$ cat src/rtl/gdcd_pkg.sv
package gdcd_pkg;

	localparam int MAX_NODES = 16;
	localparam int IDX_W = (MAX_NODES > 1) ? $clog2(MAX_NODES) : 1;
	localparam int CNT_W = $clog2(MAX_NODES + 1);
	localparam int TAYLOR_TERMS = 13;
	localparam int TERM_W = $clog2(TAYLOR_TERMS + 2);
	localparam int S_W = 41 + $clog2(MAX_NODES) + 1;
	localparam int D_W = 44 + $clog2(MAX_NODES) + 1;
	localparam int CFG_IDX_W = 3;

	localparam logic [31:0] EXP_M1_Q32 = 32'd1580030169;
	localparam logic [32:0] ONE_Q32 = 33'h1_0000_0000;
	localparam logic [32:0] HALF_Q32 = 33'h0_8000_0000;

	typedef enum logic [CFG_IDX_W-1:0] {
		REG_NODE_COUNT       = 3'd0,
		REG_Q_OVER_KT        = 3'd1,
		REG_NODE_SCALE       = 3'd2,
		REG_CHARGE_SCALE     = 3'd3,
		REG_DERIVATIVE_SCALE = 3'd4
	} reg_index_t;

	typedef enum logic [3:0] {
		OP_LOAD,
		OP_VOLT,
		OP_READ,
		OP_ARG,
		OP_FLAGS,
		OP_TERM_MUL,
		OP_TERM_DIV,
		OP_CLAMP,
		OP_EXP_STEP,
		OP_RECIP,
		OP_WEIGHT,
		OP_MOMENT,
		OP_NEXT,
		OP_CHARGE,
		OP_DERIV,
		OP_PUSH
	} op_t;

	typedef struct packed {
		logic capture;
		logic start;
		op_t  op;
	} cmd_t;

	typedef struct packed {
		logic done;
		logic no_nodes;
		logic node_last;
		logic term_end;
		logic k_zero;
		logic saturated;
		logic out_free;
	} status_t;

endpackage

$ cat src/rtl/gdcd_ctrl.sv
module gdcd_ctrl (
	input  logic              clk,
	input  logic              arst_n,
	input  logic              in_valid,
	input  logic              in_operation,
	output logic              in_ready,
	input  gdcd_pkg::status_t status,
	output gdcd_pkg::cmd_t    cmd
);

	typedef enum logic [4:0] {
		ST_IDLE, ST_LOAD, ST_VOLT, ST_READ, ST_ARG, ST_FLAGS, ST_TERM_MUL, ST_TERM_DIV,
		ST_CLAMP, ST_EXP_STEP, ST_RECIP, ST_WEIGHT, ST_MOMENT, ST_NEXT, ST_CHARGE,
		ST_DERIV, ST_OUT
	} state_t;

	state_t state_q;
	state_t state_nx;
	logic   issued_q;

	always_comb begin
		cmd.capture = (state_q == ST_IDLE) && in_valid;
		cmd.start   = 1'b0;
		cmd.op      = gdcd_pkg::OP_LOAD;
		state_nx    = ST_IDLE;
		unique case (state_q)
			ST_IDLE:     state_nx = in_operation ? ST_LOAD : ST_VOLT;
			ST_LOAD:     begin cmd.op = gdcd_pkg::OP_LOAD;  state_nx = ST_IDLE; end
			ST_VOLT: begin
				cmd.op   = gdcd_pkg::OP_VOLT;
				state_nx = status.no_nodes ? ST_CHARGE : ST_READ;
			end
			ST_READ:     begin cmd.op = gdcd_pkg::OP_READ;  state_nx = ST_ARG;   end
			ST_ARG:      begin cmd.op = gdcd_pkg::OP_ARG;   state_nx = ST_FLAGS; end
			ST_FLAGS: begin
				cmd.op   = gdcd_pkg::OP_FLAGS;
				state_nx = status.saturated ? ST_WEIGHT : ST_TERM_MUL;
			end
			ST_TERM_MUL: begin cmd.op = gdcd_pkg::OP_TERM_MUL; state_nx = ST_TERM_DIV; end
			ST_TERM_DIV: begin
				cmd.op   = gdcd_pkg::OP_TERM_DIV;
				state_nx = status.term_end ? ST_CLAMP : ST_TERM_MUL;
			end
			ST_CLAMP: begin
				cmd.op   = gdcd_pkg::OP_CLAMP;
				state_nx = status.k_zero ? ST_RECIP : ST_EXP_STEP;
			end
			ST_EXP_STEP: begin
				cmd.op   = gdcd_pkg::OP_EXP_STEP;
				state_nx = status.k_zero ? ST_RECIP : ST_EXP_STEP;
			end
			ST_RECIP:    begin cmd.op = gdcd_pkg::OP_RECIP;  state_nx = ST_WEIGHT; end
			ST_WEIGHT:   begin cmd.op = gdcd_pkg::OP_WEIGHT; state_nx = ST_MOMENT; end
			ST_MOMENT: begin
				cmd.op   = gdcd_pkg::OP_MOMENT;
				state_nx = status.node_last ? ST_CHARGE : ST_NEXT;
			end
			ST_NEXT:     begin cmd.op = gdcd_pkg::OP_NEXT;   state_nx = ST_READ;  end
			ST_CHARGE:   begin cmd.op = gdcd_pkg::OP_CHARGE; state_nx = ST_DERIV; end
			ST_DERIV:    begin cmd.op = gdcd_pkg::OP_DERIV;  state_nx = ST_OUT;   end
			ST_OUT:      begin cmd.op = gdcd_pkg::OP_PUSH;   state_nx = ST_IDLE;  end
			default:     state_nx = ST_IDLE;
		endcase
		if (state_q == ST_OUT) begin
			cmd.start = status.out_free;
		end else if (state_q != ST_IDLE) begin
			cmd.start = !issued_q;
		end
	end

	assign in_ready = state_q == ST_IDLE;

	always_ff @(posedge clk or negedge arst_n) begin
		if (!arst_n) begin
			state_q  <= ST_IDLE;
			issued_q <= 1'b0;
		end else begin
			priority if (state_q == ST_IDLE) begin
				issued_q <= 1'b0;
				if (in_valid) state_q <= state_nx;
			end else if (state_q == ST_OUT) begin
				issued_q <= 1'b0;
				if (status.out_free) state_q <= state_nx;
			end else if (status.done) begin
				issued_q <= 1'b0;
				state_q  <= state_nx;
			end else begin
				issued_q <= 1'b1;
			end
		end
	end

endmodule

$ cat config.mk
export PLATFORM = sky130hd
export DESIGN_NAME = gdcd_ctrl
export DESIGN_NICKNAME = d
export VERILOG_FILES = /design/src/rtl/gdcd_pkg.sv /design/src/rtl/gdcd_ctrl.sv
export SDC_FILE = /design/constraint.sdc
export NUM_CORES = 1
export LEC_CHECK = 0
export BUFFER_PORTS_ARGS = -buffer_cell sky130_fd_sc_hd__buf_2
export CAP_MARGIN = 25
export CORE_MARGIN = 2
export CORE_UTILIZATION = 50
export CTS_CLUSTER_SIZE = 8
export DETAILED_ROUTE_END_ITERATION = 7
export GPL_TIMING_DRIVEN = 0
export PLACE_DENSITY_LB_ADDON = 0.3
export SLEW_MARGIN = 5
export SYNTH_ARGS = -nofsm -noshare
export SYNTH_HDL_FRONTEND = slang
export SYNTH_SLANG_ARGS = --single-unit
$ cat constraint.sdc
create_clock -name clk -period 1.6 [get_ports clk]
set_input_delay 0.24 -clock clk [delete_from_list [all_inputs] [get_ports clk]]
set_output_delay 0.24 -clock clk [all_outputs]
set_load 0.05 [all_outputs]
# ---- Word level (Yosys, flattened, before mapping)
# Index checks and enable logic that the tools add are counted.
dict set report word_totals {
  latch_bits 0
  ramBits 0
  mem_bits_ro 0
  out_inout_bits 7
  mem_count 0
  reg_bits 6
}
dict set report classes {
  eq_ne 17
  n_addsub 0
  order_cmp 0
  multipliers 0
  div 0
  mux 18
  shifts 0
  reduce_logical 7
  bitwise_logic 0
}
# op n
set ops {}
lappend ops {{5-bit case mux with 14 select lines} 1}
lappend ops {{4-bit case mux with 15 select lines} 1}
lappend ops {{5-bit by 4-bit equality test with 1-bit output (second input constant)} 8}
lappend ops {{5-bit two-way mux} 5}
lappend ops {{5-bit by 3-bit equality test with 1-bit output (second input constant)} 4}
lappend ops {{4-bit two-way mux} 3}
lappend ops {{5-bit by 2-bit equality test with 1-bit output (second input constant)} 2}
lappend ops {{2-bit two-way mux} 3}
lappend ops {{5-bit equality test (second input constant)} 1}
lappend ops {{5-bit zero test} 1}
lappend ops {{1-bit two-way mux} 5}
lappend ops {{5-bit nonzero test} 1}
lappend ops {{3-bit inequality test (second input constant)} 1}
lappend ops {{3-bit AND reduction} 1}
lappend ops {{3-bit nonzero test} 1}
lappend ops {{2-bit inequality test (second input constant)} 1}
lappend ops {{2-bit OR reduction} 1}
lappend ops {{1-bit logical AND} 1}
lappend ops {{1-bit zero test} 1}

# ---- Depth between registers and ports, before layout
dict set report logic_depth {
  word_depth 6
  ltp_mapped 6
  depth_no_buf 4
}

# ---- Worst setup path before layout
# Ideal clock, no wire load.
dict set report synth_path {
  path_kind {flip-flop to output port}
  startpoint {register state_q[0]}
  endpoint {output cmd[2] (netlist name)}
  t_required_ps 1360
  setup_slack_ps -724
  stages_incl_launch_ff 6
  arrival_time_ps 2084
  cell_sequence {dfrtp_1 > buf_2 > or2_2 > nor3_1 > a21oi_1 > o21ai_0}
}
# element line_no
set synth_lines {}
lappend synth_lines {{start, declared} gdcd_ctrl.sv:17} ;# state_t state_q;
lappend synth_lines {{start signal, assigned} gdcd_ctrl.sv:80} ;# if (in_valid) state_q <= state_nx;
lappend synth_lines {{start signal, assigned} gdcd_ctrl.sv:83} ;# if (status.out_free) state_q <= state_nx;
lappend synth_lines {{start signal, assigned} gdcd_ctrl.sv:86} ;# state_q <= state_nx;
lappend synth_lines {{end, declared} gdcd_ctrl.sv:8} ;# output gdcd_pkg::cmd_t cmd

==> results.py <==
metrics = {
    "run_status": {
        "status": "complete, but fails checks",
        "violations": "negative setup slack",
    },
    "worst_hold_path": {
        "hold_depth": 2,
        "whs_endpoint": "issued_q",
        "hp-start": "status[6]",
        "min_path_type": "input port to flop",
    },
    "timing": {
        "fin_ws_ps": -239,
        "worst_pin_slew_ps": 414,
        "finalSetupViolCount": 12,
        "finalHoldViolCount": 0,
        "max_freq_mhz": 544,
        "rsz0062_at_grt": "true",
        "holdWs_ps": 309,
        "fin_tns_setup_ps": -1580,
        "skew_ps": 3.68,
        "slew_violations": 0,
        "fin_crit_ps": 1840,
        "max-slew-margin-rel_pct": 72.2,
        "post-route-period-util_pct": 115,
    },
    "die": {
        "io_pins": 18,
        "core_mm2": 0.00125,
        "dieArea_mm2": 0.00161,
        "dieWidth_um": 40.2,
        "die_h_um": 40.2,
        "initial_core_util_pct": 52.2,
        "fp-row-count": 13,
    },
    "layout": {
        "fin_area_mm2": 0.00117,
        "syn2layout_area_growth_pct": 79.0,
        "finalNetCount": 132,
        "n_antenna_cell": 0,
        "layout-drive-gt1-share_pct": 63.9,
        "finalNonFillerCells": 134,
    },
    "grt": {
        "grt_pass1_vias": 795,
        "track_usage_pct": 30.4,
        "antenna_found_initial": 0,
        "grt_pass1_wl_um": 3280,
        "grt_overflow_total": 0,
        "grt_max_degree": 11,
    },
    "clocking": {
        "cts_buffers": 3,
        "cts-htree-levels": 1,
        "clk_latency_ps": 240,
        "cts_root_buffer": "clkbuf_4",
        "clkTransAtPathRegs_ps": 40,
        "cts_max_path_buffers": 2,
        "cts_tree": "built",
        "clock-sinks": 6,
    },
    "power_and_ir_drop": {
        "power_frac_seq_pct": 10.7,
        "pwr-share-clk_pct": 4.3,
        "ir_drop_v": 0.00136,
        "swShare_pct": 52.5,
        "power_frac_comb_pct": 85.0,
        "leakage_nw": 0.476,
        "power.total_mw": 3.11,
        "p_per_area_mw_per_mm2": 2650,
        "switchingPower_mw": 1.63,
        "power.internal_mw": 1.47,
    },
    "critical_path": {
        "required_ps": 1360,
        "worstSetupEndpointType": "output port",
        "crit_type": "flop to output port",
        "r2r_slack_ps": -110,
        "critPathMaxFanout": 5,
        "arrival_ps": 1600,
        "reg2reg_depth": 5,
        "worstReg2RegEnd": "state_q[3]",
        "reg2reg_from": "state_q[0]",
        "start_kind": "flop",
    },
    "synth": {
        "synth_cell_types": 38,
        "avgSynthCellArea_um2": 7.79,
        "synth.largest_area_cell": "dfrtp_1",
        "ys_warn_count": 0,
        "syn-instance-count": 84,
        "ys_async_sr_fraction_pct": 100,
        "seq_area_frac_synth_pct": 22.9,
        "synth_area_um2": 654,
        "ys.flop_type": "dfrtp_1",
        "yosys-top-cells-area": "dfrtp_1, nand2b_1, a21oi_1, nor2_1, a311oi_1",
        "synth_seq_cells": 6,
        "synth_edf_count": 0,
        "yosys.area.top_type_share_pct": 22.9,
        "syn-num-nets": 95,
    },
    "run": {
        "cap_violations": 0,
    },
    "drt": {
        "ant_nets": 0,
        "drt_iter0_markers": 90,
        "via_count": 937,
        "drcViolationCount": 0,
        "drt-total-wl_um": 3050,
        "first_pass_iters": 6,
        "wl_per_cell_um": 22.7,
        "vias_per_cell": 6.99,
    },
    "placement": {
        "gp_congestion": 0.901,
        "port_buffers": 17,
        "hpwl_um": 1240,
        "dp_cells": 116,
        "placed_area_um2": 802,
    },
}
-- worst max-delay path, cell delays in order, from the launching register on --
cell and delay [ps]:
dfrtp_2 450, nor4_4 460, and3_4 310, buf_12 150
-- metal layers --
metal,wire [µm],GRT usage [%],vias up
li1,-,-,388
met1,1070,34.6,444
met2,1530,52.0,84
met3,263,6.67,21
met4,179,17.5,0
met5,0,0,-
-- synth_stat cells (2+ instances only) --
master and count:
a211oi_1 2, nor3_1 3, nand2_1 4, or3_1 2, buf_4 2, a311oi_1 3, nand3_1 2, buf_2 3
nand3b_1 2, inv_1 4, nor2_1 8, o21ai_0 4, dfrtp_1 6, o22ai_1 4, nand2b_1 6, a21oi_1 7
-- layout by cell type (no fill, tap or decap), types with 4 or more instances in the layout --
cell type and n:
a21oi_1 6, buf_4 13, dfrtp_2 4, buf_6 10
inv_1 4, nand2b_1 4, nor2_1 7, buf_2 12
-- power groups by stage --
stage	logic, mW	registers, mW	clock network, mW
floorplan	1.32	0.279	0
global placement	1.56	0.301	0
detailed placement	1.59	0.304	0
CTS	2.10	0.313	0.135
global route	2.76	0.327	0.142
finish	2.64	0.332	0.133
-- cell families (layout without fill, tap and decap cells) --
| kind of cell | after synthesis | in the layout | share of synthesized area, % |
|---|---|---|---|
| AOI/OAI and AO/OA | 30 | 30 | 34.8 |
| xor gates and xnor gates | 1 | 1 | 1.34 |
| buffers and inverters | 11 | 46 | 8.03 |
| DFF | 6 | 6 | 22.9 |
| and+or+nand+nor | 36 | 36 | 32.9 |
-- layout make-up --
cell class | instances | area (µm²)
Multi-Input combinational cell | 67 | 641
Timing Repair Buffer | 33 | 279
Sequential cell | 6 | 155
Fill cell | 43 | 81.3
Buffer | 5 | 36.3
Clock buffer | 3 | 22.5
Inverter | 5 | 18.8
Tap cell | 15 | 18.8
-- sequential cells by signal, indices dropped and copies added (netlist names) --
name and count:
issued_q 1, state_q 5
-- worst max path at each step --
stage,from,end,slack [ps],cells after the start
detailed placement,state_q[4],cmd[2],-250,4
global placement,state_q[4],cmd[1],-240,4
floorplan,state_q[0],cmd[2],-90,5
CTS,state_q[1],cmd[2],-150,4
global route,state_q[0],cmd[3],-280,4
finish,state_q[0],cmd[5],-240,3
-- through the flow --
step                utilization [%]  worst slack, ps
global route                   93.5             -279
finish                         93.5             -239
global placement               64.0             -242
CTS                            80.6             -151
detailed placement             64.0             -251
floorplan                         -            -92.8
-- what timing repair did --
item / 4_1_cts / 5_1_grt
hold endpoints to repair: 6 / 0
endpoints found under the setup margin: 9 / 12
buffers inserted: 11 / 4
hold buffers: 1 / 0
resized for setup: 29 / 25
cloned: 0 / 0
pin swaps: 8 / 15
Note: power is estimated with default switching activity, not from simulation.
